==> config.mk <==
export PLATFORM = sky130hd
export DESIGN_NAME = qye_map
export DESIGN_NICKNAME = d
export VERILOG_FILES = /design/src/rtl/core/quaternion_yaw_encoder_macros.svh /design/src/rtl/core/qye_pkg.sv /design/src/rtl/core/qye_map.sv
export SDC_FILE = /design/constraint.sdc
export NUM_CORES = 2
export LEC_CHECK = 0
export ABC_AREA = 1
export BUFFER_PORTS_ARGS = -buffer_cell sky130_fd_sc_hd__buf_2
export CAP_MARGIN = 40
export CORE_MARGIN = 2
export CORE_UTILIZATION = 25
export CTS_CLUSTER_SIZE = 20
export DETAILED_ROUTE_END_ITERATION = 8
export GPL_TIMING_DRIVEN = 0
export PLACE_DENSITY_LB_ADDON = 0.05
export SLEW_MARGIN = 30
export SYNTH_ARGS = -nofsm -noshare
export SYNTH_HDL_FRONTEND = slang
export SYNTH_SLANG_ARGS = --single-unit
==> constraint.sdc <==
create_clock -name clk -period 5.9 [get_ports clk]
set_input_delay 0.59 -clock clk [delete_from_list [all_inputs] [get_ports clk]]
set_output_delay 0.59 -clock clk [all_outputs]
set_load 0.02 [all_outputs]
==> src/rtl/core/quaternion_yaw_encoder_macros.svh <==
// Assertion macros for the quaternion yaw encoder.
// Each macro expects clk and rst_n in the scope where it is used.
`ifndef QUATERNION_YAW_ENCODER_MACROS_SVH
`define QUATERNION_YAW_ENCODER_MACROS_SVH
`ifndef SYNTHESIS
`define QYE_ASSERT_IMP(lbl, ante, cons) \
  lbl: assert property (@(posedge clk) disable iff (!rst_n) (ante) |-> (cons)) \
    else $error("quaternion yaw encoder assertion failed");
`define QYE_ASSERT_NEXT(lbl, ante, cons) \
  lbl: assert property (@(posedge clk) disable iff (!rst_n) (ante) |=> (cons)) \
    else $error("quaternion yaw encoder assertion failed");
`define QYE_ASSERT_LAT(lbl, ante, dly, cons) \
  lbl: assert property (@(posedge clk) disable iff (!rst_n) (ante) |-> ##dly (cons)) \
    else $error("quaternion yaw encoder assertion failed");
`else
`define QYE_ASSERT_IMP(lbl, ante, cons)
`define QYE_ASSERT_NEXT(lbl, ante, cons)
`define QYE_ASSERT_LAT(lbl, ante, dly, cons)
`endif
`endif

==> src/rtl/core/qye_pkg.sv <==
// Shared types, constants and the arctangent table of the quaternion yaw encoder.
// No dependencies.
`timescale 1ns / 1ps
package qye_pkg;

  // Vector and angle widths inside the datapath.
  localparam int SUM_W = 34;   // numerator and denominator, Q.28
  localparam int VEC_W = 36;   // CORDIC x and y, with room for the gain
  localparam int ANG_W = 34;   // angle accumulator, Q2.30

  localparam int QUEUE_DEPTH = 4;
  localparam int QPTR_W      = 2;
  localparam int QCNT_W      = 3;

  localparam int FRONT_LAT = 3;
  localparam int QUEUE_LAT = 1;
  localparam int MAP_LAT   = 7;
  localparam int MAX_STEPS = 24;

  localparam logic signed [SUM_W-1:0] DEN_ONE     = 34'sd268435456;
  localparam logic signed [ANG_W-1:0] PI_Q30      = 34'sd3373259426;
  localparam logic signed [ANG_W-1:0] HALF_PI_Q30 = 34'sd1686629713;
  localparam logic signed [ANG_W-1:0] ROUND_Q30   = 34'sd65536;

  localparam logic signed [16:0] ANGLE_LIMIT_W   = 17'sd25736;
  localparam logic signed [15:0] ANGLE_LIMIT     = 16'sd25736;
  localparam logic signed [15:0] NEG_ANGLE_LIMIT = -16'sd25736;

  // Code mapping: code = floor((3125u - 296) * 65535 / 512 / 314159),
  // with u the angle offset by the limit.
  localparam logic [15:0] ANGLE_OFFSET = 16'd25736;
  localparam logic [11:0] MAP_MUL      = 12'd3125;
  localparam logic [27:0] MAP_SUB      = 28'd296;
  localparam logic [18:0] MAP_DIV      = 19'd314159;
  localparam logic [16:0] MAP_RECIP    = 17'd109370;  // floor(2^35 / 314159)
  localparam logic [15:0] CODE_MAX     = 16'hFFFF;

  typedef struct packed {
    logic signed [15:0] quat_w;
    logic signed [15:0] quat_x;
    logic signed [15:0] quat_y;
    logic signed [15:0] quat_z;
  } quat_in_t;

  typedef struct packed {
    logic signed [15:0] yaw_angle;
    logic        [15:0] yaw_code;
  } yaw_out_t;

  typedef struct packed {
    logic signed [VEC_W-1:0] x;
    logic signed [VEC_W-1:0] y;
    logic signed [ANG_W-1:0] z;
  } vec_t;

  typedef struct packed {
    logic [QCNT_W-1:0] count;
    logic              empty;
    logic              full;
  } queue_stat_t;

  typedef struct packed {
    logic [1:0] inflight;
  } front_stat_t;

  // atan(2^-i) in Q2.30, rounded to nearest.
  function automatic logic signed [ANG_W-1:0] atan_q30(input logic [4:0] idx);
    logic signed [ANG_W-1:0] res;
    case (idx)
      5'd0:  res = 34'sd843314857;
      5'd1:  res = 34'sd497837829;
      5'd2:  res = 34'sd263043837;
      5'd3:  res = 34'sd133525159;
      5'd4:  res = 34'sd67021687;
      5'd5:  res = 34'sd33543516;
      5'd6:  res = 34'sd16775851;
      5'd7:  res = 34'sd8388437;
      5'd8:  res = 34'sd4194283;
      5'd9:  res = 34'sd2097149;
      5'd10: res = 34'sd1048576;
      5'd11: res = 34'sd524288;
      5'd12: res = 34'sd262144;
      5'd13: res = 34'sd131072;
      5'd14: res = 34'sd65536;
      5'd15: res = 34'sd32768;
      5'd16: res = 34'sd16384;
      5'd17: res = 34'sd8192;
      5'd18: res = 34'sd4096;
      5'd19: res = 34'sd2048;
      5'd20: res = 34'sd1024;
      5'd21: res = 34'sd512;
      5'd22: res = 34'sd256;
      5'd23: res = 34'sd128;
      default: res = '0;
    endcase
    return res;
  endfunction

endpackage

==> src/rtl/core/qye_map.sv <==
// Back end, second part: rounds the angle to Q3.13, clamps it and maps it to a 16-bit code.
// Depends on qye_pkg.
`timescale 1ns / 1ps
module qye_map import qye_pkg::*; (
  input  logic                    clk,
  input  logic                    rst_n,
  input  logic                    in_valid,
  input  logic signed [ANG_W-1:0] in_z,
  output logic                    out_valid,
  output yaw_out_t                out_data
);

  logic [MAP_LAT-1:0] v_r;

  // Stage zero: round and clamp.
  logic signed [ANG_W-1:0] zr;
  logic signed [16:0]      a_full;
  logic signed [15:0]      a0_nxt, a0_r, a1_r, a2_r, a3_r, a4_r, a5_r;
  logic        [15:0]      u0_nxt, u0_r;
  // Stage one: scaled offset.
  logic        [31:0]      uv_prod;
  logic        [27:0]      v1_nxt, v1_r;
  logic                    zero1_r, zero2_r, zero3_r, zero4_r, zero5_r;
  // Stage two: times 65535, over 512.
  logic        [43:0]      p_full;
  logic        [34:0]      p2_nxt, p2_r, p3_r, p4_r, p5_r;
  // Stage three: reciprocal estimate of the quotient.
  logic        [51:0]      prod3;
  logic        [16:0]      q3_nxt, q3_r, q4_r;
  // Stage four forms the back product, stage five corrects the estimate.
  logic        [35:0]      m4_nxt, m4_r, rem5;
  logic        [17:0]      q5;
  yaw_out_t                out_nxt, out_r;

  assign zr     = in_z + ROUND_Q30;
  assign a_full = zr[ANG_W-1:17];

  always_comb begin
    if (a_full > ANGLE_LIMIT_W) begin
      a0_nxt = ANGLE_LIMIT;
    end else if (a_full < -ANGLE_LIMIT_W) begin
      a0_nxt = NEG_ANGLE_LIMIT;
    end else begin
      a0_nxt = 16'(a_full);
    end
  end

  assign u0_nxt  = 16'(a0_nxt) + ANGLE_OFFSET;
  assign uv_prod = 32'(u0_r) * 32'(MAP_MUL);
  assign v1_nxt  = 28'(uv_prod) - MAP_SUB;

  assign p_full = {v1_r, 16'h0000} - {16'h0000, v1_r};
  assign p2_nxt = p_full[43:9];

  // The estimate is at most one below the true quotient.
  assign prod3  = 52'(p3_r) * 52'(MAP_RECIP);
  assign q3_nxt = prod3[51:35];

  assign m4_nxt = 36'(q3_r) * 36'(MAP_DIV);

  assign rem5 = 36'(p5_r) - m4_r;
  assign q5   = (rem5 >= 36'(MAP_DIV)) ? 18'(q4_r) + 18'd1 : 18'(q4_r);

  always_comb begin
    out_nxt.yaw_angle = a5_r;
    if (zero5_r) begin
      out_nxt.yaw_code = '0;
    end else if (q5 > 18'(CODE_MAX)) begin
      out_nxt.yaw_code = CODE_MAX;
    end else begin
      out_nxt.yaw_code = q5[15:0];
    end
  end

  always_ff @(posedge clk) begin
    if (!rst_n) begin
      v_r <= '0;
    end else begin
      v_r <= {v_r[MAP_LAT-2:0], in_valid};
    end
  end

  always_ff @(posedge clk) begin
    a0_r    <= a0_nxt;
    u0_r    <= u0_nxt;
    a1_r    <= a0_r;
    v1_r    <= v1_nxt;
    zero1_r <= (u0_r == '0);
    a2_r    <= a1_r;
    p2_r    <= p2_nxt;
    zero2_r <= zero1_r;
    a3_r    <= a2_r;
    p3_r    <= p2_r;
    zero3_r <= zero2_r;
    a4_r    <= a3_r;
    p4_r    <= p3_r;
    q3_r    <= q3_nxt;
    zero4_r <= zero3_r;
    a5_r    <= a4_r;
    p5_r    <= p4_r;
    q4_r    <= q3_r;
    m4_r    <= m4_nxt;
    zero5_r <= zero4_r;
    out_r   <= out_nxt;
  end

  assign out_valid = v_r[MAP_LAT-1];
  assign out_data  = out_r;

endmodule

Word level (Yosys, flattened, before mapping). Index checks and enable logic that the tools add are counted. Widths: inputs -> output; s select.

Output and inout bits: 33. Logic and storage cells: 41. Register bits after elaboration: 394.

$mul: 3. Magnitude comparators: 4. Multiplexer cells: 4. Add/sub/neg operators: 6. Reductions and logical operators: 1.

Operator list (count): $mul 35x16->51 const B (1); $mux 16 (3); $sub 44x28->44 (1); $ge 36x19->1 const B (1); $mul 17x19->36 const B (1); $sub 35x36->36 (1); $add 34x18->34 const B (1); $mul 16x12->28 const B (1); $sub 28x9->28 const B (1); $add 17x1->18 const B (1); $gt 18x16->1 const B (1); $mux 18 (1); $gt 17x16->1 const B (1); $lt 17x16->1 const B (1); $add 16x15->16 const B (1); $logic_not 16->1 (1).

Longest topological paths before layout.
Depth in word-level cells: 5. Depth in mapped cells: 25.

Worst setup path after synthesis. No wires, ideal clock.

Path type: register -> register. Start: register q3_r[16]. End: register m4_r[30]. Setup slack: 663 ps. Arrival time: 5118 ps. Path buffers: 0. Data required time: 5781 ps. Setup time: 119 ps. Cell stages (with the launch flop): 20. Path through: dfxtp_1 fa_1 inv_1 fa_1 fa_1 inv_1 fa_1 inv_1 fa_1 fa_1 inv_1 ha_1 nand2_1 nor2_1 inv_1 o21ai_0 a31oi_1 o21ai_0 a21oi_1 xnor2_1.

Word-level cells in the longest chain between the ends: 1.

Ends and longest elaborated chain: from (decl) (RTL line qye_map.sv:29) `logic [16:0] q3_nxt, q3_r, q4_r;`; from (signal assigned) (RTL line qye_map.sv:97) `q3_r <= q3_nxt;`; $mul 17x19->36 (RTL line qye_map.sv:59) `assign m4_nxt = 36'(q3_r) * 36'(MAP_DIV);`; via m4_nxt[30] (RTL line qye_map.sv:31) `logic [35:0] m4_nxt, m4_r, rem5;`; to (signal assigned) (RTL line qye_map.sv:102) `m4_r <= m4_nxt;`; to (decl) (RTL line qye_map.sv:31).

The timed path passes the listed nets, and every way through them passes these cells. A chain may end at the register's enable or synchronous reset.

Worst setup path in the final report.
Start: register p3_r[9]. End: register q3_r[3].

Word-level cells in the longest chain between the ends: 1.

Ends and longest elaborated chain: from (decl) (RTL line qye_map.sv:26) `logic [34:0] p2_nxt, p2_r, p3_r, p4_r, p5_r;`; from (signal assigned) (RTL line qye_map.sv:93) `p3_r <= p2_r;`; $mul 35x16->51 (RTL line qye_map.sv:56) `assign prod3 = 52'(p3_r) * 52'(MAP_RECIP);`; via prod3[38] (RTL line qye_map.sv:28) `logic [51:0] prod3;`.

The timed path passes the listed nets, and every way through them passes these cells.

==> results_dict.tcl <==
set metrics [dict create \
    outcome "finished, final reports clean" \
    final_area_um2 40320 \
    max-clock-path-buffers 3 \
    synth_ff_type "dfxtp_1" \
    r2r-start "p3_r[9]$_DFF_P_" \
    viasPerCell 4.046 \
    grt.overflow.total 0 \
    max_slew_margin 0.5660 \
    drt_pre_antenna_iters 7 \
    cts_tree "done" \
    yosys_warnings 0 \
    fmax_ghz 0.1757 \
    synth_edf_count 0 \
    hold_end "v_r[0]$_SDFF_PN0_" \
    synth_top_family_by_area "adder cells" \
    min_period_ps 5692 \
    reg2reg_depth 22 \
    grt_first_pass_wirelength_mm 163.5 \
    start_util 0.2526 \
    min_period_over_period 0.9647 \
    cts_sinks 388 \
    syn_area_um2 34820 \
    synth_top_area_frac 0.2357 \
    clkTransAtPathRegs_ps 60 \
    cpMostUsedCell "buf_4" \
    syn_nets 5055 \
    io_buffers 53 \
    crit_fanout 6 \
    drt_wl_total_mm 106.4 \
    synthAdderAreaFrac 0.4294 \
    vias 24562 \
    required_ps 6390 \
    num-nets-final 5224 \
    arrival_ps 6180 \
    hold_path.class "in2reg" \
    gr-usage-met3 0.01828 \
    holdWs_ps 175.2 \
    antenna_found_initial 2 \
    die_area_um2 142300 \
    r2r-end "q3_r[3]$_DFF_P_" \
    layout-drive-gt1-share 0.09942 \
    drcViolationCount 0 \
    grt_max_degree 14 \
    drt_iter0_markers 952 \
    die_y_um 377.2 \
    drv_cap 0 \
    ys_top_cells_by_count "inv_1, nand2_1, ha_1, fa_1, dfxtp_1" \
    reg2reg_slack_ps 210 \
    area_growth_syn_to_layout_pct 15.81 \
    gp_congestion 0.8277 \
    placed_area_um2 37350 \
    clkLatencyLatePin_ps 640 \
    synth.distinct_cells 47 \
    crit_path_end_kind "register" \
    core_um2 137800 \
    synth.area.top_cells "fa_1, dfxtp_1, ha_1" \
    synth.avg_cell_area_um2 8.557 \
    max_stage_delay_ps 610 \
    grt_most_used_layer "met2" \
    ys_ff_latch 388 \
    setup_violations 0 \
    holdPathStages 3 \
    synth_compound_area_frac 0.04772 \
    synth.area.mux_share 0 \
    grtUsageMet1 0.2056 \
    fin_worst_skew_ps 36.08 \
    htreeDepth 2 \
    routedWlPerCell_um 17.54 \
    ant_nets 0 \
    cts_buffers 48 \
    rows 136 \
    dp_hpwl_mm 91.42 \
    fp.dieW_um 377.2 \
    cp_cell_sequence "buf_12, ha_2, fa_1, fa_2, fa_2, fa_1, inv_1, fa_1, inv_1, ha_2, nand2_4, inv_1, a21oi_1, o221ai_1, nand2_1, nand4_1, buf_4, buf_4, buf_4, buf_4, buf_4, xor2_2" \
    worst_pin_slew_ps 650.9 \
    synth_seq_area_share 0.2231 \
    ys_async_sr_fraction 0 \
    start_kind "register" \
    grt_usage 0.1537 \
    synthXorXnorAreaFrac 0.02860 \
    worstSetupPathType "reg2reg" \
    ioPinCount 70 \
    min_from "in_valid" \
    grt.met2_usage 0.2639 \
    hold_viol 0 \
    synthSimpleGateAreaFrac 0.1490 \
    clock-root-buffer "clkbuf_16" \
    grt_pass1_vias 26763 \
    synth_top_cell_by_area "fa_1" \
    critPathSlowestCell "fa_2" \
    drv_slew 0 \
    utilization 0.2926 \
    syn_inst 4069 \
    hold_buffers 0 \
    yosysMostFrequentCell "inv_1" \
]
## state kept, by name, indices dropped and copies added, names as in the netlist, 17 cells and up
name / flops
q3_r: 17
p4_r: 35
p5_r: 35
v1_r: 28
p3_r: 35
out_data: 32
m4_r: 36
p2_r: 35
## repair_timing
action	4_1_cts	5_1_grt
resized for setup	150	57
setup buffers	50	13
pin swaps	10	15
setup endpoints to repair	33	21
## cell usage in the layout (no fill, tap or decap), types with 11 or more instances in the layout
| master | count |
|---|---|
| a21oi_1 | 156 |
| o21ai_0 | 71 |
| nand2_2 | 14 |
| xor2_1 | 69 |
| nand2_1 | 673 |
| nor2_1 | 206 |
| inv_1 | 1101 |
| dfxtp_1 | 340 |
| inv_2 | 12 |
| nand3b_1 | 18 |
| xnor2_1 | 33 |
| nor3_1 | 27 |
| buf_4 | 59 |
| ha_1 | 506 |
| clkbuf_16 | 48 |
| buf_2 | 55 |
| nand3_2 | 13 |
| a21oi_2 | 11 |
| fa_1 | 402 |
| nand4_1 | 44 |
| dfxtp_4 | 38 |
| ha_2 | 11 |
| ha_4 | 22 |
| nand3_1 | 129 |
| nor2_2 | 35 |
## critical path, delay by kind of cell, from the launching register on
kind | cells | cell delay, ps
AO/OA/AOI/OAI | 2 | 270
buffers and inverters | 9 | 980
flip-flops | 1 | 370
XOR/XNOR | 1 | 140
AND/OR/NAND/NOR | 3 | 350
adder cells (fa/ha/maj) | 7 | 3410
## kinds of logic after synthesis
logic type      Yosys count
simple gates           1194
buf+inv                1122
fa+ha+maj               949
flops                   388
compound gates          304
xor+xnor                112
## per-layer routing
| layer | vias to the layer above | wire length [um] |
|---|---|---|
| met4 | 0 | 2120 |
| met5 | - | 0 |
| met3 | 89 | 2817 |
| met1 | 11528 | 50780 |
| met2 | 222 | 50730 |
| li1 | 12723 | - |
## worst max path at each step
stage | startpoint | to | slack, ps | depth (start not counted)
finish | p3_r[9]$_DFF_P_ | q3_r[3]$_DFF_P_ | 210 | 22
global route | p3_r[17]$_DFF_P_ | q3_r[15]$_DFF_P_ | -6 | 21
CTS | q3_r[16]$_DFF_P_ | m4_r[30]$_DFF_P_ | 2 | 19
detailed placement | q3_r[6]$_DFF_P_ | m4_r[30]$_DFF_P_ | -1080 | 21
global placement | q3_r[6]$_DFF_P_ | m4_r[30]$_DFF_P_ | -1090 | 21
floorplan | q3_r[16]$_DFF_P_ | m4_r[30]$_DFF_P_ | 660 | 19
## per-stage QoR
step / worst slack (ps) / TNS, ps / std cells
floorplan: 663.1 / 0 / 4069
CTS: 2.385 / 0 / 6055
global placement: -1088 / -14450 / 5916
detailed placement: -1079 / -13480 / 5918
finish: 208.4 / 0 / 6070
global route: -6.303 / -13.83 / 6069
## layout make-up
class | instances | area (um2)
Inverter | 1114 | 4182
Antenna cell | 1 | 2.502
Clock inverter | 26 | 377.9
Buffer | 8 | 71.32
Sequential cell | 388 | 7923
Multi-Input combinational cell | 2559 | 23390
Fill cell | 15035 | 97510
Clock buffer | 61 | 1320
Timing Repair Buffer | 119 | 815.8
Tap cell | 1794 | 2245
Power is left out: the tool's default activity adds up to more than one toggle a clock period on the data nets, which glitch-free logic cannot reach.
