### config.mk
export PLATFORM = sky130hd
export DESIGN_NAME = qye_front
export DESIGN_NICKNAME = d
export VERILOG_FILES = /design/src/rtl/core/quaternion_yaw_encoder_macros.svh /design/src/rtl/core/qye_pkg.sv /design/src/rtl/core/qye_front.sv
export SDC_FILE = /design/constraint.sdc
export NUM_CORES = 2
export LEC_CHECK = 0
export ABC_CLOCK_PERIOD_IN_PS = 19540
export BUFFER_PORTS_ARGS = -buffer_cell sky130_fd_sc_hd__buf_4
export CAP_MARGIN = 20
export CELL_PAD_IN_SITES_DETAIL_PLACEMENT = 1
export CELL_PAD_IN_SITES_GLOBAL_PLACEMENT = 1
export CORE_ASPECT_RATIO = 0.75
export CORE_MARGIN = 3
export CORE_UTILIZATION = 55
export DETAILED_ROUTE_END_ITERATION = 12
export PLACE_DENSITY_LB_ADDON = 0.1
export SYNTH_ARGS = -nofsm -noshare
export SYNTH_HDL_FRONTEND = slang
export SYNTH_SLANG_ARGS = --single-unit
### constraint.sdc
create_clock -name clk -period 19.54 [get_ports clk]
set_input_delay 4.885 -clock clk [delete_from_list [all_inputs] [get_ports clk]]
set_output_delay 4.885 -clock clk [all_outputs]
set_load 0.05 [all_outputs]
### src/rtl/core/quaternion_yaw_encoder_macros.svh
// Assertion macros for the quaternion yaw encoder.
// Each macro expects clk and rst_n in the scope where it is used.
`ifndef QUATERNION_YAW_ENCODER_MACROS_SVH
`define QUATERNION_YAW_ENCODER_MACROS_SVH
`ifndef SYNTHESIS
`define QYE_ASSERT_IMP(lbl, ante, cons) \
  lbl: assert property (@(posedge clk) disable iff (!rst_n) (ante) |-> (cons)) \
    else $error("quaternion yaw encoder assertion failed");
`define QYE_ASSERT_NEXT(lbl, ante, cons) \
  lbl: assert property (@(posedge clk) disable iff (!rst_n) (ante) |=> (cons)) \
    else $error("quaternion yaw encoder assertion failed");
`define QYE_ASSERT_LAT(lbl, ante, dly, cons) \
  lbl: assert property (@(posedge clk) disable iff (!rst_n) (ante) |-> ##dly (cons)) \
    else $error("quaternion yaw encoder assertion failed");
`else
`define QYE_ASSERT_IMP(lbl, ante, cons)
`define QYE_ASSERT_NEXT(lbl, ante, cons)
`define QYE_ASSERT_LAT(lbl, ante, dly, cons)
`endif
`endif

### src/rtl/core/qye_pkg.sv
// Shared types, constants and the arctangent table of the quaternion yaw encoder.
// No dependencies.
`timescale 1ns / 1ps
package qye_pkg;

  // Vector and angle widths inside the datapath.
  localparam int SUM_W = 34;   // numerator and denominator, Q.28
  localparam int VEC_W = 36;   // CORDIC x and y, with room for the gain
  localparam int ANG_W = 34;   // angle accumulator, Q2.30

  localparam int QUEUE_DEPTH = 4;
  localparam int QPTR_W      = 2;
  localparam int QCNT_W      = 3;

  localparam int FRONT_LAT = 3;
  localparam int QUEUE_LAT = 1;
  localparam int MAP_LAT   = 7;
  localparam int MAX_STEPS = 24;

  localparam logic signed [SUM_W-1:0] DEN_ONE     = 34'sd268435456;
  localparam logic signed [ANG_W-1:0] PI_Q30      = 34'sd3373259426;
  localparam logic signed [ANG_W-1:0] HALF_PI_Q30 = 34'sd1686629713;
  localparam logic signed [ANG_W-1:0] ROUND_Q30   = 34'sd65536;

  localparam logic signed [16:0] ANGLE_LIMIT_W   = 17'sd25736;
  localparam logic signed [15:0] ANGLE_LIMIT     = 16'sd25736;
  localparam logic signed [15:0] NEG_ANGLE_LIMIT = -16'sd25736;

  // Code mapping: code = floor((3125u - 296) * 65535 / 512 / 314159),
  // with u the angle offset by the limit.
  localparam logic [15:0] ANGLE_OFFSET = 16'd25736;
  localparam logic [11:0] MAP_MUL      = 12'd3125;
  localparam logic [27:0] MAP_SUB      = 28'd296;
  localparam logic [18:0] MAP_DIV      = 19'd314159;
  localparam logic [16:0] MAP_RECIP    = 17'd109370;  // floor(2^35 / 314159)
  localparam logic [15:0] CODE_MAX     = 16'hFFFF;

  typedef struct packed {
    logic signed [15:0] quat_w;
    logic signed [15:0] quat_x;
    logic signed [15:0] quat_y;
    logic signed [15:0] quat_z;
  } quat_in_t;

  typedef struct packed {
    logic signed [15:0] yaw_angle;
    logic        [15:0] yaw_code;
  } yaw_out_t;

  typedef struct packed {
    logic signed [VEC_W-1:0] x;
    logic signed [VEC_W-1:0] y;
    logic signed [ANG_W-1:0] z;
  } vec_t;

  typedef struct packed {
    logic [QCNT_W-1:0] count;
    logic              empty;
    logic              full;
  } queue_stat_t;

  typedef struct packed {
    logic [1:0] inflight;
  } front_stat_t;

  // atan(2^-i) in Q2.30, rounded to nearest.
  function automatic logic signed [ANG_W-1:0] atan_q30(input logic [4:0] idx);
    logic signed [ANG_W-1:0] res;
    case (idx)
      5'd0:  res = 34'sd843314857;
      5'd1:  res = 34'sd497837829;
      5'd2:  res = 34'sd263043837;
      5'd3:  res = 34'sd133525159;
      5'd4:  res = 34'sd67021687;
      5'd5:  res = 34'sd33543516;
      5'd6:  res = 34'sd16775851;
      5'd7:  res = 34'sd8388437;
      5'd8:  res = 34'sd4194283;
      5'd9:  res = 34'sd2097149;
      5'd10: res = 34'sd1048576;
      5'd11: res = 34'sd524288;
      5'd12: res = 34'sd262144;
      5'd13: res = 34'sd131072;
      5'd14: res = 34'sd65536;
      5'd15: res = 34'sd32768;
      5'd16: res = 34'sd16384;
      5'd17: res = 34'sd8192;
      5'd18: res = 34'sd4096;
      5'd19: res = 34'sd2048;
      5'd20: res = 34'sd1024;
      5'd21: res = 34'sd512;
      5'd22: res = 34'sd256;
      5'd23: res = 34'sd128;
      default: res = '0;
    endcase
    return res;
  endfunction

endpackage

### src/rtl/core/qye_front.sv
// Front end: forms the yaw numerator and denominator and sets up the CORDIC start vector.
// Depends on qye_pkg.
`timescale 1ns / 1ps
module qye_front import qye_pkg::*; (
  input  logic        clk,
  input  logic        rst_n,
  input  logic        in_valid,
  input  quat_in_t    in_data,
  output logic        out_valid,
  output vec_t        out_vec,
  output front_stat_t stat
);

  logic v1_r, v2_r, v3_r;
  logic signed [31:0] p_wz_r, p_xy_r, p_yy_r, p_zz_r;
  logic signed [31:0] p_wz_nxt, p_xy_nxt, p_yy_nxt, p_zz_nxt;
  logic signed [32:0] sum_n, sum_d;
  logic signed [SUM_W-1:0] num_r, den_r, num_nxt, den_nxt;
  logic signed [VEC_W-1:0] xe, ye;
  logic num_zero, num_pos, den_neg;
  vec_t vec_r, vec_nxt;

  always_ff @(posedge clk) begin
    if (!rst_n) begin
      v1_r <= 1'b0;
      v2_r <= 1'b0;
      v3_r <= 1'b0;
    end else begin
      v1_r <= in_valid;
      v2_r <= v1_r;
      v3_r <= v2_r;
    end
  end

  // Stage one: the four products.
  assign p_wz_nxt = 32'(in_data.quat_w * in_data.quat_z);
  assign p_xy_nxt = 32'(in_data.quat_x * in_data.quat_y);
  assign p_yy_nxt = 32'(in_data.quat_y * in_data.quat_y);
  assign p_zz_nxt = 32'(in_data.quat_z * in_data.quat_z);

  // Stage two: numerator 2(wz + xy) and denominator 1 - 2(y^2 + z^2), both Q.28.
  assign sum_n   = 33'(p_wz_r) + 33'(p_xy_r);
  assign sum_d   = 33'(p_yy_r) + 33'(p_zz_r);
  assign num_nxt = {sum_n, 1'b0};
  assign den_nxt = DEN_ONE - {sum_d, 1'b0};

  // Stage three: classify the item. A zero numerator leaves y at zero so that
  // every CORDIC step holds, and the angle comes straight from the start value.
  // A negative denominator is turned a quarter turn into the right half plane.
  assign xe       = VEC_W'(den_r);
  assign ye       = VEC_W'(num_r);
  assign num_zero = (num_r == '0);
  assign num_pos  = !num_r[SUM_W-1] && !num_zero;
  assign den_neg  = den_r[SUM_W-1];

  always_comb begin
    vec_nxt.x = xe;
    vec_nxt.y = ye;
    vec_nxt.z = '0;
    if (num_zero) begin
      vec_nxt.y = '0;
      vec_nxt.z = den_neg ? PI_Q30 : '0;
    end else if (den_neg) begin
      if (num_pos) begin
        vec_nxt.x = ye;
        vec_nxt.y = -xe;
        vec_nxt.z = HALF_PI_Q30;
      end else begin
        vec_nxt.x = -ye;
        vec_nxt.y = xe;
        vec_nxt.z = -HALF_PI_Q30;
      end
    end
  end

  always_ff @(posedge clk) begin
    p_wz_r <= p_wz_nxt;
    p_xy_r <= p_xy_nxt;
    p_yy_r <= p_yy_nxt;
    p_zz_r <= p_zz_nxt;
    num_r  <= num_nxt;
    den_r  <= den_nxt;
    vec_r  <= vec_nxt;
  end

  assign out_valid     = v3_r;
  assign out_vec       = vec_r;
  assign stat.inflight = 2'(v1_r) + 2'(v2_r) + 2'(v3_r);

endmodule

* Yosys cells after proc, flatten, opt, wreduce, memory -nomap -nowiden *
Index checks and enable logic that the tools add are counted.

storage, ports and cells
  register bits after elaboration = 304
  bits of input ports = 67
  output and inout bits = 109
  logic and storage cells = 32

operators by class
  add/sub/neg operators = 7
  $mul = 4
  multiplexer cells = 5
  reductions and logical operators = 4

operator list
  kind                                                count
  two-way mux 106 bit                                 2
  multiplier 16 x 16 -> 32 bit                        4
  negation 34 -> 36 bit                               2
  adder 32 x 32 -> 33 bit                             2
  two-way mux 36 bit                                  1
  zero test 34 bit                                    1
  two-way mux 34 bit                                  1
  subtractor 29 x 34 -> 34 bit, first input constant  1
  two-way mux 32 bit                                  1
  adder 1 x 1 -> 2 bit                                1
  adder 2 x 1 -> 2 bit                                1
  zero test 1 bit                                     2
  logical AND 1 bit                                   1

* Depth between registers and ports, before layout *
  depth in word-level cells = 6
  mapped depth = 27
  gate-level depth less buffers = 25

* Worst setup path after synthesis *
No wires, ideal clock.

  path kind = in2reg
  from = in in_data[27] (netlist name)
  to = reg p_yy_r[31]
  library setup time = 72 ps
  arrival = 11144 ps
  required time = 19468 ps
  path slack = 8324 ps
  stages on the path = 23
  buffers on the path = 2
  cells stage by stage = clkbuf_1 -> clkbuf_1 -> nand2_1 -> fa_1 -> fa_1 -> fa_1 -> inv_1 -> fa_1 -> fa_1 -> inv_1 -> fa_1 -> inv_1 -> ha_1 -> and3_1 -> a221o_1 -> o31ai_1 -> nand3_1 -> a221oi_1 -> o311ai_0 -> a211oi_1 -> o21ai_0 -> a21oi_1 -> xnor2_1

on the way
  longest elaborated chain between the ends = 1

ends and longest elaborated chain
  element                       RTL line         source
  start: declaration            qye_front.sv:8   input quat_in_t in_data,
  multiplier 16 x 16 -> 32 bit  qye_front.sv:38  assign p_yy_nxt = 32'(in_data.quat_y * in_data.quat_y);
  net p_yy_nxt[31]              qye_front.sv:16  logic signed [31:0] p_wz_nxt, p_xy_nxt, p_yy_nxt, p_zz_nxt;
  end signal: assignment        qye_front.sv:79  p_yy_r <= p_yy_nxt;
  end: declaration              qye_front.sv:15  logic signed [31:0] p_wz_r, p_xy_r, p_yy_r, p_zz_r;

The timed path passes the listed nets, and every way through them passes these cells.
A chain may end at the register's enable or synchronous reset.

* Final worst setup path *
  from = in in_data[25] (netlist name)
  to = reg p_yy_r[31]

Same word-level chain as after synthesis.

==> results.md <==
## Route
• **Final Routed Wirelength** 140 mm
• **iteration-0 DRC count of the detailed router** 2,317
• **Final ANT Viol Nets** 0
• **detailed-route via count** 36,893
• **remaining design rule violation count** 0
• **average detailed-routed wire length per instance** 21.2 um
• **drt first pass iters** 5
• **via-per-instance ratio** 5.59

## STA
• **unrepaired setup endpoints after global routing** false
• **Final setup viols** 0
• **largest clock skew in the final design** 0.0223 ns
• **maximum clock rate** 0.0855 GHz
• **share of the clock period used by the worst path after layout** 0.599
• **Hold Vio Cnt, Final** 0
• **number of pins exceeding their max-slew limit in the final report** 0
• **Slew @ Worst Pin** 1.22 ns
• **Period minus WS final** 11.70 ns
• **summed negative setup slack over all endpoints** 0 ns
• **headroom to the max-slew limit** 0.175

## Die
• **num rows** 94
• **Chip Width** 352 um
• **Initial Utilization** 0.558
• **die outline area** 93,200 sq um
• **area of the core** 88,200 sq um
• **die extent in y** 265 um
• **I/O pin total** 176

## GRT
• **vias in the first global route** 41,192
• **overflow left after global routing** 0
• **gr usage total** 0.309
• **antenna violations before repair** 4
• **pin count of the biggest net entering global routing** 66
• **first-pass GRT wire length** 226 mm

## Synth
• **sequential fraction of the synthesis area** 0.110
• **ys async rst share** 0
• **flip-flop and latch count after synthesis** 271
• **Post-Synthesis Cell Area** 49,300 sq um
• **number of enable-type register cells in the synthesized netlist** 0
• **count of mapped cells out of synthesis** 5,426
• **count of different cell masters after synthesis** 83
• **warning count from the yosys run** 0
• **Top FF cell, synth** sky130_fd_sc_hd__dfxtp_1
• **syn_area_per_cell** 9.08 sq um

## Setup path
• **cell at the slowest stage of the critical path** sky130_fd_sc_hd__a221oi_1
• **Register-to-Register Path Depth** 12
• **worst path arrival time** 12.25 ns
• **r2r setup slk** 14.06 ns
• **top fanout value on the critical path** 34
• **CP startpoint kind** primary input
• **CP bufs+invs** 7
• **Worst setup EP type** flop
• **delay contributed by the slowest stage of the critical path** 0.81 ns
• **reg2reg end** den_r[33]
• **data required time of the critical path** 20.09 ns
• **category of the most critical setup path** primary input to flop
• **Top Family by Delay on Critical Path** adder cells
• **launching point of the worst reg2reg path** p_yy_r[10]

## Hold path
• **number of cells traversed by the worst hold path** 1
• **Endpoint, Worst Hold** num_r[1]
• **class of the most critical hold timing path** flop to flop
• **beginning of the worst hold path** p_wz_r[0]

## CTS
• **H-tree level count** 1
• **count of buffers added by post-CTS timing repair for setup** 0
• **worst-skew pair later-pin latency** 0.63 ns
• **hold-fix buffer count after cts** 0
• **clock tree sinks** 271
• **clock-pin transition on the worst setup and hold timing paths** 0.06 ns
• **total CTS buffers** 30
• **TritonCTS clock tree** done
• **CTS root buffer** sky130_fd_sc_hd__clkbuf_16
• **quantity of gates resized following cts** 0
• **buffers from clock root to sink, at most** 3

## Cells and area
• **share of final-layout standard cells stronger than drive strength 1** 0.0518
• **antenna cell count** 0
• **final-stage net count** 6,896
• **P&R area growth vs syn** 5.89%

## Place
• **RePlAce Congestion** 0.930
• **detailed placer's ending HPWL** 115 mm
• **Port Buf Inserts** 173

## Job
• **total of max-cap violations** 0

## Run status
• **result of the run** finished, final reports clean

[metal layers]
layer  GRT usage  wire (um)  vias up
met1       0.445      61700    19228
met5           0          0        -
met4      0.0764       3700        0
met3      0.0328       8210      196
li1            -          -    16421
met2       0.505      66100     1048
[sequential cells by signal, summed over array words and instances (netlist names), 31 cells and up]
register / count
p_zz_r: 31
out_vec: 76
p_yy_r: 31
p_wz_r: 32
num_r: 33
p_xy_r: 32
den_r: 33
[cell families after synthesis]
family / synth area share
adders and majority gates: 0.509
muxes: 0.00188
buffers and inverters: 0.116
other: 0.0000761
AOI/OAI and AO/OA: 0.0768
and+or+nand+nor: 0.139
DFF: 0.110
xor gates and xnor gates: 0.0475
[per-stage QoR]
step	hold slack, ns	area (sq um)	utilization	worst slack (ns)	cells
6_report	0.469	52200	0.591	7.84	6596
5_1_grt	0.495	52200	0.591	7.53	6596
4_1_cts	0.476	52200	0.591	7.94	6596
3_5_place_dp	0.463	51100	0.579	7.32	6541
3_3_place_gp	0.460	51100	0.579	7.46	6541
2_1_floorplan	0.420	49300	-	8.32	5427
[final cells by class]
| cell class | count | area (sq um) |
|---|---|---|
| Tap cell | 1152 | 1440 |
| Timing Repair Buffer | 181 | 1360 |
| Sequential cell | 271 | 5430 |
| Clock buffer | 41 | 872 |
| Multi-Input combinational cell | 3674 | 38100 |
| Fill cell | 10206 | 36100 |
| Inverter | 1263 | 4740 |
| Clock inverter | 14 | 171 |
[placed cells by master (no fill, tap or decap), types with 45 or more instances in the layout]
cell type / count
sky130_fd_sc_hd__nand3_1: 54
sky130_fd_sc_hd__o21ai_0: 106
sky130_fd_sc_hd__a21o_1: 68
sky130_fd_sc_hd__nand2_1: 519
sky130_fd_sc_hd__xnor2_1: 192
sky130_fd_sc_hd__xor2_1: 75
sky130_fd_sc_hd__buf_4: 181
sky130_fd_sc_hd__nor3_1: 63
sky130_fd_sc_hd__a211oi_1: 45
sky130_fd_sc_hd__dfxtp_1: 269
sky130_fd_sc_hd__and2_1: 309
sky130_fd_sc_hd__inv_1: 1260
sky130_fd_sc_hd__nor2_1: 263
sky130_fd_sc_hd__ha_1: 413
sky130_fd_sc_hd__a21oi_1: 160
sky130_fd_sc_hd__fa_1: 995
[cells in the mapped netlist (25+ instances only)]
master	count	area, sq um
sky130_fd_sc_hd__a211oi_1	45	338
sky130_fd_sc_hd__a21o_1	68	510
sky130_fd_sc_hd__a21oi_1	160	801
sky130_fd_sc_hd__and2_1	309	1930
sky130_fd_sc_hd__buf_4	31	233
sky130_fd_sc_hd__clkbuf_1	172	646
sky130_fd_sc_hd__dfxtp_1	271	5430
sky130_fd_sc_hd__fa_1	995	19900
sky130_fd_sc_hd__ha_1	413	5170
sky130_fd_sc_hd__inv_1	1260	4730
sky130_fd_sc_hd__nand2_1	519	1950
sky130_fd_sc_hd__nand2b_1	36	225
sky130_fd_sc_hd__nand3_1	54	270
sky130_fd_sc_hd__nor2_1	263	987
sky130_fd_sc_hd__nor3_1	63	315
sky130_fd_sc_hd__o21a_1	29	218
sky130_fd_sc_hd__o21ai_0	106	531
sky130_fd_sc_hd__o21bai_1	26	195
sky130_fd_sc_hd__o31ai_1	26	195
sky130_fd_sc_hd__or3_1	25	156
sky130_fd_sc_hd__xnor2_1	192	1680
sky130_fd_sc_hd__xor2_1	75	657
[worst max-delay path by stage]
| stage | from | endpoint | slack, ns | depth (start not counted) |
|---|---|---|---|---|
| 2_1_floorplan | in_data[27] | p_yy_r[31] | 8.32 | 23 |
| 3_3_place_gp | in_data[25] | p_yy_r[31] | 7.46 | 25 |
| 3_5_place_dp | in_data[25] | p_yy_r[31] | 7.32 | 25 |
| 4_1_cts | in_data[25] | p_yy_r[31] | 7.94 | 25 |
| 5_1_grt | in_data[25] | p_yy_r[31] | 7.53 | 25 |
| 6_report | in_data[25] | p_yy_r[31] | 7.84 | 25 |
[worst reg2reg max path: cells and delay by family (launching register included)]
kind	cells	cell delay [ns]
fa+ha+maj	1	0.51
flops	1	0.33
simple gates	4	1.21
buf+inv	1	0.21
compound gates	6	3.04
Power is left out: the tool's default activity adds up to more than one toggle a clock period on the data nets, which glitch-free logic cannot reach.
