==> config.mk <==
export PLATFORM = sky130hd
export DESIGN_NAME = qye_queue
export DESIGN_NICKNAME = d
export VERILOG_FILES = /design/src/rtl/core/qye_pkg.sv /design/src/rtl/core/qye_queue.sv
export VERILOG_INCLUDE_DIRS = /design/src /design/src/rtl/core
export SDC_FILE = /design/constraint.sdc
export NUM_CORES = 1
export LEC_CHECK = 0
export BUFFER_PORTS_ARGS = -buffer_cell sky130_fd_sc_hd__buf_2
export CORE_MARGIN = 4
export CORE_UTILIZATION = 57
export DETAILED_ROUTE_END_ITERATION = 12
export GPL_ROUTABILITY_DRIVEN = 0
export PLACE_DENSITY_LB_ADDON = 0.2
export SLEW_MARGIN = 20
export SYNTH_ARGS = -nofsm -noshare
export SYNTH_HDL_FRONTEND = slang
export SYNTH_SLANG_ARGS = --single-unit
==> constraint.sdc <==
create_clock -name clk -period 3.97 [get_ports clk]
set_input_delay 0.794 -clock clk [delete_from_list [all_inputs] [get_ports clk]]
set_output_delay 0.794 -clock clk [all_outputs]
set_load 0.1 [all_outputs]
==> src/rtl/core/quaternion_yaw_encoder_macros.svh <==
// Assertion macros for the quaternion yaw encoder.
// Each macro expects clk and rst_n in the scope where it is used.
`ifndef QUATERNION_YAW_ENCODER_MACROS_SVH
`define QUATERNION_YAW_ENCODER_MACROS_SVH
`ifndef SYNTHESIS
`define QYE_ASSERT_IMP(lbl, ante, cons) \
  lbl: assert property (@(posedge clk) disable iff (!rst_n) (ante) |-> (cons)) \
    else $error("quaternion yaw encoder assertion failed");
`define QYE_ASSERT_NEXT(lbl, ante, cons) \
  lbl: assert property (@(posedge clk) disable iff (!rst_n) (ante) |=> (cons)) \
    else $error("quaternion yaw encoder assertion failed");
`define QYE_ASSERT_LAT(lbl, ante, dly, cons) \
  lbl: assert property (@(posedge clk) disable iff (!rst_n) (ante) |-> ##dly (cons)) \
    else $error("quaternion yaw encoder assertion failed");
`else
`define QYE_ASSERT_IMP(lbl, ante, cons)
`define QYE_ASSERT_NEXT(lbl, ante, cons)
`define QYE_ASSERT_LAT(lbl, ante, dly, cons)
`endif
`endif

==> src/rtl/core/qye_pkg.sv <==
// Shared types, constants and the arctangent table of the quaternion yaw encoder.
// No dependencies.
`timescale 1ns / 1ps
package qye_pkg;

  // Vector and angle widths inside the datapath.
  localparam int SUM_W = 34;   // numerator and denominator, Q.28
  localparam int VEC_W = 36;   // CORDIC x and y, with room for the gain
  localparam int ANG_W = 34;   // angle accumulator, Q2.30

  localparam int QUEUE_DEPTH = 4;
  localparam int QPTR_W      = 2;
  localparam int QCNT_W      = 3;

  localparam int FRONT_LAT = 3;
  localparam int QUEUE_LAT = 1;
  localparam int MAP_LAT   = 7;
  localparam int MAX_STEPS = 24;

  localparam logic signed [SUM_W-1:0] DEN_ONE     = 34'sd268435456;
  localparam logic signed [ANG_W-1:0] PI_Q30      = 34'sd3373259426;
  localparam logic signed [ANG_W-1:0] HALF_PI_Q30 = 34'sd1686629713;
  localparam logic signed [ANG_W-1:0] ROUND_Q30   = 34'sd65536;

  localparam logic signed [16:0] ANGLE_LIMIT_W   = 17'sd25736;
  localparam logic signed [15:0] ANGLE_LIMIT     = 16'sd25736;
  localparam logic signed [15:0] NEG_ANGLE_LIMIT = -16'sd25736;

  // Code mapping: code = floor((3125u - 296) * 65535 / 512 / 314159),
  // with u the angle offset by the limit.
  localparam logic [15:0] ANGLE_OFFSET = 16'd25736;
  localparam logic [11:0] MAP_MUL      = 12'd3125;
  localparam logic [27:0] MAP_SUB      = 28'd296;
  localparam logic [18:0] MAP_DIV      = 19'd314159;
  localparam logic [16:0] MAP_RECIP    = 17'd109370;  // floor(2^35 / 314159)
  localparam logic [15:0] CODE_MAX     = 16'hFFFF;

  typedef struct packed {
    logic signed [15:0] quat_w;
    logic signed [15:0] quat_x;
    logic signed [15:0] quat_y;
    logic signed [15:0] quat_z;
  } quat_in_t;

  typedef struct packed {
    logic signed [15:0] yaw_angle;
    logic        [15:0] yaw_code;
  } yaw_out_t;

  typedef struct packed {
    logic signed [VEC_W-1:0] x;
    logic signed [VEC_W-1:0] y;
    logic signed [ANG_W-1:0] z;
  } vec_t;

  typedef struct packed {
    logic [QCNT_W-1:0] count;
    logic              empty;
    logic              full;
  } queue_stat_t;

  typedef struct packed {
    logic [1:0] inflight;
  } front_stat_t;

  // atan(2^-i) in Q2.30, rounded to nearest.
  function automatic logic signed [ANG_W-1:0] atan_q30(input logic [4:0] idx);
    logic signed [ANG_W-1:0] res;
    case (idx)
      5'd0:  res = 34'sd843314857;
      5'd1:  res = 34'sd497837829;
      5'd2:  res = 34'sd263043837;
      5'd3:  res = 34'sd133525159;
      5'd4:  res = 34'sd67021687;
      5'd5:  res = 34'sd33543516;
      5'd6:  res = 34'sd16775851;
      5'd7:  res = 34'sd8388437;
      5'd8:  res = 34'sd4194283;
      5'd9:  res = 34'sd2097149;
      5'd10: res = 34'sd1048576;
      5'd11: res = 34'sd524288;
      5'd12: res = 34'sd262144;
      5'd13: res = 34'sd131072;
      5'd14: res = 34'sd65536;
      5'd15: res = 34'sd32768;
      5'd16: res = 34'sd16384;
      5'd17: res = 34'sd8192;
      5'd18: res = 34'sd4096;
      5'd19: res = 34'sd2048;
      5'd20: res = 34'sd1024;
      5'd21: res = 34'sd512;
      5'd22: res = 34'sd256;
      5'd23: res = 34'sd128;
      default: res = '0;
    endcase
    return res;
  endfunction

endpackage

==> src/rtl/core/qye_queue.sv <==
// Short queue of CORDIC start vectors between the front and back ends.
// Depends on qye_pkg and the assertion macros header.
`timescale 1ns / 1ps
`include "quaternion_yaw_encoder_macros.svh"
module qye_queue import qye_pkg::*; (
  input  logic        clk,
  input  logic        rst_n,
  input  logic        push,
  input  vec_t        push_vec,
  output logic        pop,
  output vec_t        pop_vec,
  output queue_stat_t stat
);

  vec_t              mem_r [QUEUE_DEPTH];
  logic [QPTR_W-1:0] wr_ptr_r, rd_ptr_r, wr_ptr_nxt, rd_ptr_nxt;
  logic [QCNT_W-1:0] count_r, count_nxt;

  // The back end never stalls, so the head leaves as soon as it is there.
  assign pop     = (count_r != '0);
  assign pop_vec = mem_r[rd_ptr_r];

  assign wr_ptr_nxt = push ? wr_ptr_r + 1'b1 : wr_ptr_r;
  assign rd_ptr_nxt = pop  ? rd_ptr_r + 1'b1 : rd_ptr_r;
  assign count_nxt  = count_r + QCNT_W'(push) - QCNT_W'(pop);

  always_ff @(posedge clk) begin
    if (!rst_n) begin
      wr_ptr_r <= '0;
      rd_ptr_r <= '0;
      count_r  <= '0;
    end else begin
      wr_ptr_r <= wr_ptr_nxt;
      rd_ptr_r <= rd_ptr_nxt;
      count_r  <= count_nxt;
    end
  end

  always_ff @(posedge clk) begin
    if (push) begin
      mem_r[wr_ptr_r] <= push_vec;
    end
  end

  assign stat.count = count_r;
  assign stat.empty = (count_r == '0);
  assign stat.full  = (count_r == QCNT_W'(QUEUE_DEPTH));

  `QYE_ASSERT_IMP(a_no_overflow, push, count_r != QCNT_W'(QUEUE_DEPTH))
  `QYE_ASSERT_IMP(a_ptr_count, 1'b1, QPTR_W'(wr_ptr_r - rd_ptr_r) == count_r[QPTR_W-1:0])
  `QYE_ASSERT_NEXT(a_push_drains, push, pop)

endmodule

-- After elaboration in Yosys (flattened, before gate mapping)
Memories as Yosys holds them, arrays and structs flattened. A register that Yosys moved wholly into a read port is not among the register bits.
Index checks and enable logic that the tools add are counted.
- logic and storage cells: 15
- memories kept: 1
- register bits after elaboration: 7
- RAM bits: 424
- input port bits: 109
- output and inout port bits: 112
- multiplexer cells: 4
- add/sub/neg operators: 4
- reductions and logical operators: 2
- eq/ne operators: 1
- memory list (name ; depth ; width ; rd ports ; clocked after Yosys merged registers in ; write ports ; line ; source):
    mem_r ; 4 ; 106 ; 1 ; 1 ; 1 ; qye_queue.sv:15 ; vec_t mem_r [QUEUE_DEPTH];
- operators with widths (operator ; count):
    adder 2 x 1 -> 2 bit, second input constant ; 2
    two-way mux 2 bit ; 2
    adder 3 x 1 -> 3 bit ; 1
    == test 3 bit, second input constant ; 1
    logical NOT 3 bit ; 1
    nonzero test 3 bit ; 1
    subtractor 3 x 1 -> 3 bit ; 1
    two-way mux 1 bit ; 2

-- Longest topological paths before layout
Gate-level depths: netlist of the first run.
- depth in word-level cells: 3
- depth in mapped cells: 7
- depth with buffers taken out: 7

-- Worst setup path before layout of the first run
Ideal clock, no wire load.
- path kind: input -> register
- from: input port push
- to: memory mem_r[0][0] (netlist name) (enable)
- arrival: 3.237 ns
- cell stages on the path: 1
- slack: 0.257 ns
- path buffers: 0
- setup time: 0.477 ns
- required time: 3.493 ns
- cells stage by stage: and2_1
- cells in the longest elaborated chain, start to end: 2
- ends and longest elaborated chain (item ; line ; source):
    from (decl) ; qye_queue.sv:8 ; input logic push,
    two-way mux 1 bit ; qye_queue.sv:40 ; if (push) begin
    two-way mux 1 bit (implied by the code) ; qye_queue.sv:41 ; mem_r[wr_ptr_r] <= push_vec;
    to (decl) ; qye_queue.sv:15 ;
No other way between the ends.

==> reports/metrics.csv, run 1 <==
metric,value,unit
Post-DP HPWL,18.06,mm
RSZ-0062 raised after global routing,false,
Fin Setup TNS,0,ps
yosys warns,0,
via count,7118,
Slew HR,56.94,%
Worst Hold Class,reg2reg,
CTS Buf Count,44,
clock period minus worst slack,3312,ps
Mapped Area,15750,µm²
crit path DAT,2520,ps
core area,27100,µm²
Setup crit start kind,register,
drt wl/cell,23.40,µm
vias in the first global route,7908,
crit end category,output port,
Die ar.,30360,µm²
area delta synth->final,20.00,%
CTS tree,done,
actual slew at the worst max-slew pin,645.9,ps
layout net count,971,
first-pass GRT wire length,46.28,mm
antenna-violating nets left,0,
final worst path period share,83.43,%
Post-CTS Setup Bufs,0,
initial antenna violation count,8,
final hold vios,0,
max frequency,0.3019,GHz
Filler cells,1655,
critical-path maximum fanout,26,
Post-Syn Nets,714,
final wirelength,29.56,mm
CP Data Required Time,3180,ps
residual DRC count,0,
status,completed,
grt ovf,0,
Setup Viol. Count Final,0,
clk root buf,clkbuf_16,
Port Buf Inserts,220,
Max Slew Vio Count,0,
Die Wd,174.2,µm
# H-tree levels,2,
GRT Util Overall,19.98,%
pin count of the biggest net entering global routing,55,
Post-Syn Instances,598,
share of layout cells above drive strength 1,46.68,%
CTS Hold Buffers Added,0,
Clock transition at path regs,60,ps
via/cell ratio,5.636,
Mean Syn Cell Area,26.34,µm²
Reg area,12920,µm²
post_cts resized,0,
# IOs,221,
Synth Register Bits,433,
worst setup path class,reg2out,
Max-Cap Viols,0,
# rows,60,
sequential fraction of the synthesis area,81.98,%
initial DRC count,600,
footprint of the multi-input gates,2653,µm²
clk_lat worst skew,520,ps
Pre-antenna DRT Iters,4,
synth unique cells,22,
clk buf depth,3,
Die Y,174.2,µm
clk sinks,433,
Final Skew,9.127,ps
Initial Utilization,58.12,%
==> logic make-up after synthesis <==
family                   share of synthesized area [%]
flip-flops                                       81.98
multiplexers                                     15.28
buffers and inverters                            1.239
AND/OR/NAND/NOR                                 0.6356
adder cells (fa/ha/maj)                         0.6037
XOR/XNOR                                        0.1986
AO/OA/AOI/OAI                                  0.05562
==> per-stage QoR <==
step | instances | setup WS, ps | hold WS, ps | utilization, % | area (µm²)
detailed placement | 1181 | 1149 | 460.1 | 64.08 | 17370
finish | 1263 | 658.0 | 470.3 | 69.74 | 18900
CTS | 1261 | 563.3 | 461.5 | 69.72 | 18900
floorplan | 598 | 256.8 | 445.1 | - | 15750
global route | 1262 | 480.3 | 461.1 | 69.73 | 18900
global placement | 1181 | 1171 | 445.8 | 64.08 | 17370
==> layout make-up <==
type / instances / share of cell area [%]
clock inverter: 32 / 2.079
clock buffer: 48 / 6.017
tap: 372 / 2.463
antenna: 2 / 0.02648
inverter: 7 / 0.1390
multi-input combinational: 134 / 14.03
sequential: 433 / 68.36
timing repair buffer: 235 / 6.885
==> layer usage <==
layer  GRT usage [%]  share of wire [%]  vias to the layer above
li1                -                  -                     3087
met1           26.88                 39                     3706
met2           32.82                 50                      257
met3           6.133                8.5                       54
met4           4.751                1.9                       14
met5               0               0.31                        -
==> cells in the mapped netlist <==
cell / count / area, µm²
nand2b_1: 1 / 6.260
nor3b_1: 2 / 15.01
mux4_2: 106 / 2387
mux2i_1: 2 / 20.02
and3_1: 1 / 6.260
fa_1: 1 / 20.02
nor4_1: 1 / 6.260
and2_1: 8 / 50.05
or3_1: 1 / 6.260
buf_6: 1 / 11.26
xor2_1: 1 / 8.760
buf_2: 12 / 60.06
clkbuf_1: 6 / 22.52
nand2_1: 1 / 3.750
o31a_1: 1 / 8.760
edfxtp_1: 424 / 12730
dfxtp_1: 9 / 180.2
buf_8: 5 / 75.07
ha_1: 6 / 75.07
nor2b_1: 1 / 6.260
inv_1: 7 / 26.28
xnor3_1: 1 / 22.52
==> critical path, cell delays in order, from the launching register on <==
cell     delay, ps
dfxtp_4        710
buf_4          380
mux4_2         570
buf_2          310
==> flip-flops by register name, indices dropped and copies added, names as in the netlist, named ones only <==
| signal | count |
|---|---|
| wr_ptr_r | 2 |
| mem_r | 424 |
| count_r | 3 |
| rd_ptr_r | 2 |
==> final timing paths <==
check / from / to / slack (ps) / depth (start not counted)
setup / recovery: register / pop_vec[28] / 660 / 3
setup reg to reg: count_r[1] / count_r[2] / 1780 / 7
hold / removal: rd_ptr_r[1] / register / 470 / 2
hold reg to reg: rd_ptr_r[1] / register / 470 / 2
==> placed cells by master (no fill, tap or decap), types with 3 or more instances in the layout <==
| cell type | n |
|---|---|
| clkbuf_1 | 3 |
| dfxtp_1 | 7 |
| buf_4 | 8 |
| edfxtp_1 | 424 |
| buf_12 | 7 |
| and2_4 | 4 |
| inv_1 | 7 |
| mux4_2 | 106 |
| and2_1 | 4 |
| clkinv_1 | 9 |
| buf_2 | 220 |
| bufinv_16 | 9 |
| clkinvlp_4 | 6 |
| clkinv_2 | 7 |
| ha_1 | 6 |
| clkbuf_16 | 45 |
Power of run 1 is not shown: default switching activity piles up to over one toggle a cycle in this logic, so the estimate is an artifact.
==> run 2, diff against run 1 <==
Settings changed: ABC_AREA set to 1, CORE_UTILIZATION 57 to 52.
Clock period 3.97 ns to 2.8 ns, I/O delays scaled along.
==> run 2 against run 1 <==
Compared with the run above:
- critical path depth rose by 2
- count of clock-buffer cells in the layout up 6
- design area up 10%
- flip-flop and latch count stayed put
- die area up 19%
- register-to-register slack worse by 890 ps
- sequential share of layout area down 6.5 points
- setup slack worse by 510 ps
- global-route usage decreased by 2.0 points
- first-iteration DRC count is 8.0% lower
==> reports/metrics.csv, run 2 <==
metric,value,unit
CTS tree,done,
Die Wd,189.7,µm
antenna-violating nets left,0,
"Slowest-stage cell, CP",dfxtp_4,
r2r startpoint,wr_ptr_r[0],
Worst Setup EP,pop_vec[59],
core area,32540,µm²
Die ar.,35980,µm²
Post-DP HPWL,20.03,mm
status,completed,
Largest register FFs,424,
Slew HR,55.63,%
clk root buf,clkbuf_16,
vias in the first global route,9744,
top flop regs,"mem_r: 424 flops, count_r: 3 flops",
met3 routed WL,2.478,mm
met2 routed WL,16.16,mm
crit path DAT,2090,ps
crit path cell chain,buf_12 > buf_4 > o211ai_1 > nand2_1 > buf_12,
share of layout cells above drive strength 1,20.05,%
Max Slew Vio Count,0,
Top Layer Used,met5,
synth top area cells,"edfxtp_1 (74%), inv_1 (5.0%), nand2_1 (5.0%)",
Clock transition at path regs,60,ps
Worst path max stage delay,560,ps
Filler cells,2438,
clk_lat worst skew,510,ps
Yosys top cell area share,74.17,%
Reg2Reg Depth,5,
yosys warns,0,
most flop-heavy register,mem_r,
Mapped Area,17170,µm²
clk sinks,433,
"EDFF count, synth",424,
"commonest non-fill, non-tap cell in the layout",edfxtp_1,
via count,10080,
most frequent cells in the layout,"edfxtp_1 (424), nand2_1 (227), inv_1 (226)",
first-pass GRT wire length,51.50,mm
Setup crit start kind,register,
via/cell ratio,5.034,
Die Y,189.7,µm
Final Skew,8.195,ps
pin count of the biggest net entering global routing,104,
residual DRC count,0,
initial antenna violation count,6,
wire length on met1,13.68,mm
layout net count,1638,
sequential fraction of the synthesis area,75.22,%
Synth top cells by count,"edfxtp_1 (424), inv_1 (230), nand2_1 (228)",
Mean Syn Cell Area,13.19,µm²
Port Buf Inserts,220,
post-route insts no fill,2002,
worst setup path class,reg2out,
Pre-antenna DRT Iters,5,
# rows,66,
ys flop type,edfxtp_1,
grt ovf,0,
initial DRC count,552,
actual slew at the worst max-slew pin,665.5,ps
final worst path period share,94.79,%
Post-Syn Nets,1417,
crit end category,output port,
final wirelength,32.98,mm
Max-Cap Viols,0,
final hold vios,0,
CTS Buf Count,43,
RSZ-0062 raised after global routing,false,
drt wl/cell,16.48,µm
max frequency,0.3768,GHz
# H-tree levels,2,
# IOs,221,
Final Cell Area,20870,µm²
CP Data Required Time,2240,ps
Async SR Flop Fraction,0,%
Synth Register Bits,433,
placed cell area,19490,µm²
Worst Hold Class,in2reg,
area delta synth->final,21.60,%
post-synth top area cell,edfxtp_1,
Setup Viol. Count Final,0,
critical-path maximum fanout,43,
GRT Util Overall,18.00,%
clk buf depth,3,
most frequent cell on the critical path,buf_12,
Post-Syn Instances,1301,
Fin Setup TNS,0,ps
Initial Utilization,52.76,%
synth unique cells,17,
Final WS setup,145.9,ps
"setup slack, reg-to-reg",890,ps
"count leader, synth",edfxtp_1,
clock period minus worst slack,2654,ps
worst r2r dst,mem_r[2][46],
placed insts,1916,
post-placement worst setup slack,552.0,ps
run 2: what timing repair did:
item                                    CTS  global route
resized for setup                         0             5
buffers inserted                          1             2
pin swaps                                 0             0
endpoints found under the hold margin     0             0
hold buffers                              0             0
endpoints found under the setup margin    9            14
run 2: worst min path at each step:
stage	depth (start not counted)	slack [ps]	to	startpoint
2_1_floorplan	2	480	register	rd_ptr_r[1]
3_3_place_gp	2	510	wr_ptr_r[1]	wr_ptr_r[1]
3_5_place_dp	2	520	register	rd_ptr_r[1]
4_1_cts	1	220	mem_r[2][42]	push_vec[42]
5_1_grt	1	230	mem_r[2][101]	push_vec[101]
6_report	1	250	mem_r[0][42]	push_vec[42]
run 2: final cells by class:
class | count | area [µm²] | share of cell area (%)
Sequential cell | 433 | 12920 | 61.90
Multi-Input combinational cell | 567 | 2875 | 13.77
Timing Repair Buffer | 247 | 2318 | 11.11
Clock buffer | 54 | 1160 | 5.557
Inverter | 230 | 878.3 | 4.208
Tap cell | 442 | 553.0 | 2.649
Clock inverter | 25 | 158.9 | 0.7613
Antenna cell | 4 | 10.01 | 0.04795
run 2: kinds of logic after synthesis:
| logic type | synth area share, % |
|---|---|
| DFF | 75.22 |
| buffers and inverters | 8.061 |
| adders and majority gates | 0.5539 |
| and+or+nand+nor | 5.175 |
| AOI/OAI and AO/OA | 10.99 |
run 2: per-stage QoR:
stage	utilization (%)	hold slack, ps
2_1_floorplan	-	484.0
3_3_place_gp	59.91	512.2
3_5_place_dp	59.91	522.5
4_1_cts	64.01	222.0
5_1_grt	64.12	226.2
6_report	64.16	249.6
run 2: routing by layer:
metal  vias up  global-route usage, %
met5         -                      0
met1      4775                  23.39
met4        10                  4.285
met2       261                  30.50
met3        60                  5.009
li1       4972                      -
run 2: critical path, delay by kind of cell (launching register included):
kind | cells | cell delay (ps)
buf+inv | 3 | 690
compound gates | 1 | 130
simple gates | 1 | 150
flops | 1 | 560
Power of run 2 is left out for the same reason.
==> run 3, diff against run 2 <==
Settings changed: REMOVE_ABC_BUFFERS set to 1, SKIP_CTS_REPAIR_TIMING set to 1.
==> run 3 against run 2 <==
Compared with the run above:
- wire length grew 2.1%
- highest routed layer unchanged
- die area is the same
- core utilization shrank 0.72 points
==> reports/metrics.csv, run 3 (synthesis gave the netlist of run 2 again) <==
metric,value,unit
Setup crit start kind,register,
Hold Crit Depth,1,
wire length on met1,14.21,mm
crit path DAT,2120,ps
placed cell area,19120,µm²
crit end category,output port,
status,completed,
clk sinks,433,
Pre-antenna DRT Iters,5,
Largest register FFs,424,
met2 routed WL,16.36,mm
Post-DP HPWL,20.50,mm
# H-tree levels,2,
"commonest non-fill, non-tap cell in the layout",edfxtp_1,
via count,10100,
# IOs,221,
top flop regs,"mem_r: 424 flops, count_r: 3 flops",
first-pass GRT wire length,52.03,mm
worst setup path class,reg2out,
layout net count,1642,
Max Slew Vio Count,0,
final worst path period share,95.87,%
Final Skew,14.06,ps
final hold vios,0,
Die ar.,35980,µm²
clk root buf,clkbuf_16,
utilization after layout,63.44,%
GRT Util Overall,18.23,%
Worst Hold Class,in2reg,
most frequent cell on the critical path,buf_12,
critical-path maximum fanout,47,
cell depth of the worst setup path,5,
Final Cell Area,20640,µm²
met3 routed WL,2.229,mm
initial antenna violation count,10,
pin count of the biggest net entering global routing,97,
worst hold start,push_vec[12],
drt wl/cell,16.77,µm
worst path buffer plus inverter count,3,
Slew HR,64.89,%
clk_lat worst skew,540,ps
Reg2Reg Depth,9,
Worst path max stage delay,470,ps
Initial Utilization,52.76,%
CTS Buf Count,45,
most flop-heavy register,mem_r,
Die Wd,189.7,µm
Filler cells,2482,
via/cell ratio,5.030,
residual DRC count,0,
vias in the first global route,9769,
actual slew at the worst max-slew pin,526.6,ps
initial DRC count,599,
RSZ-0062 raised after global routing,false,
area delta synth->final,20.23,%
Hold WS,236.7,ps
"Slowest-stage cell, CP",dfxtp_4,
Clock transition at path regs,60,ps
antenna-violating nets left,0,
Top Layer Used,met5,
Die Y,189.7,µm
CTS tree,done,
crit path cell chain,buf_12 > buf_12 > o211ai_1 > nand2_1 > buf_2,
CP Data Required Time,2240,ps
most frequent cells in the layout,"edfxtp_1 (424), nand2_1 (228), inv_1 (226)",
Max-Cap Viols,0,
Port Buf Inserts,220,
core area,32540,µm²
r2r startpoint,count_r[1],
clk buf depth,3,
# rows,66,
share of layout cells above drive strength 1,20.36,%
Setup Viol. Count Final,0,
clock period minus worst slack,2684,ps
final wirelength,33.67,mm
max frequency,0.3725,GHz
grt ovf,0,
Top delay family on crit path,buffers and inverters,
run 3: changes by cell type in the layout (fill, tap and decap cells not counted), sizes merged:
cell / change
buf: -4
clkinv: -6
inv: +5
clkinvlp: -2
clkbuf: +12
bufinv: +1
run 3: final timing paths:
| check | end | slack [ps] |
|---|---|---|
| worst max-delay path | pop_vec[68] | 120 |
| worst min-delay path | mem_r[3][12] | 240 |
| worst max register to register | count_r[2] | 910 |
| worst min register to register | register | 520 |
run 3: worst reg2reg max path: cells and delay by family (launching register included):
kind	cells	cell delay, ps
fa+ha+maj	3	910
buf+inv	1	40
flops	1	340
simple gates	5	540
run 3: cell type report:
| cell class | count | area [µm²] | area share [%] |
|---|---|---|---|
| antenna | 4 | 10.01 | 0.04850 |
| timing repair buffer | 249 | 1981 | 9.596 |
| clock buffer | 60 | 1245 | 6.032 |
| tap | 442 | 553.0 | 2.679 |
| clock inverter | 23 | 187.7 | 0.9093 |
| multi-input combinational | 567 | 2870 | 13.91 |
| inverter | 230 | 873.3 | 4.231 |
| sequential | 433 | 12920 | 62.60 |
run 3: metrics by stage:
stage	std cells	TNS, ps	worst slack (ps)
after floorplan	1230	-779130	-6269
after global placement	1919	0	549.9
after detailed placement	1919	0	534.4
after CTS	2002	-1053	-46.41
after global routing	2006	0	3.509
final	2008	0	115.8
run 3: metal layers:
| layer | GRT usage (%) | vias to the layer above |
|---|---|---|
| met2 | 30.24 | 234 |
| met4 | 5.760 | 16 |
| met1 | 23.80 | 4797 |
| met3 | 4.844 | 73 |
| li1 | - | 4981 |
| met5 | 0 | - |
Power of run 3 is left out for the same reason.
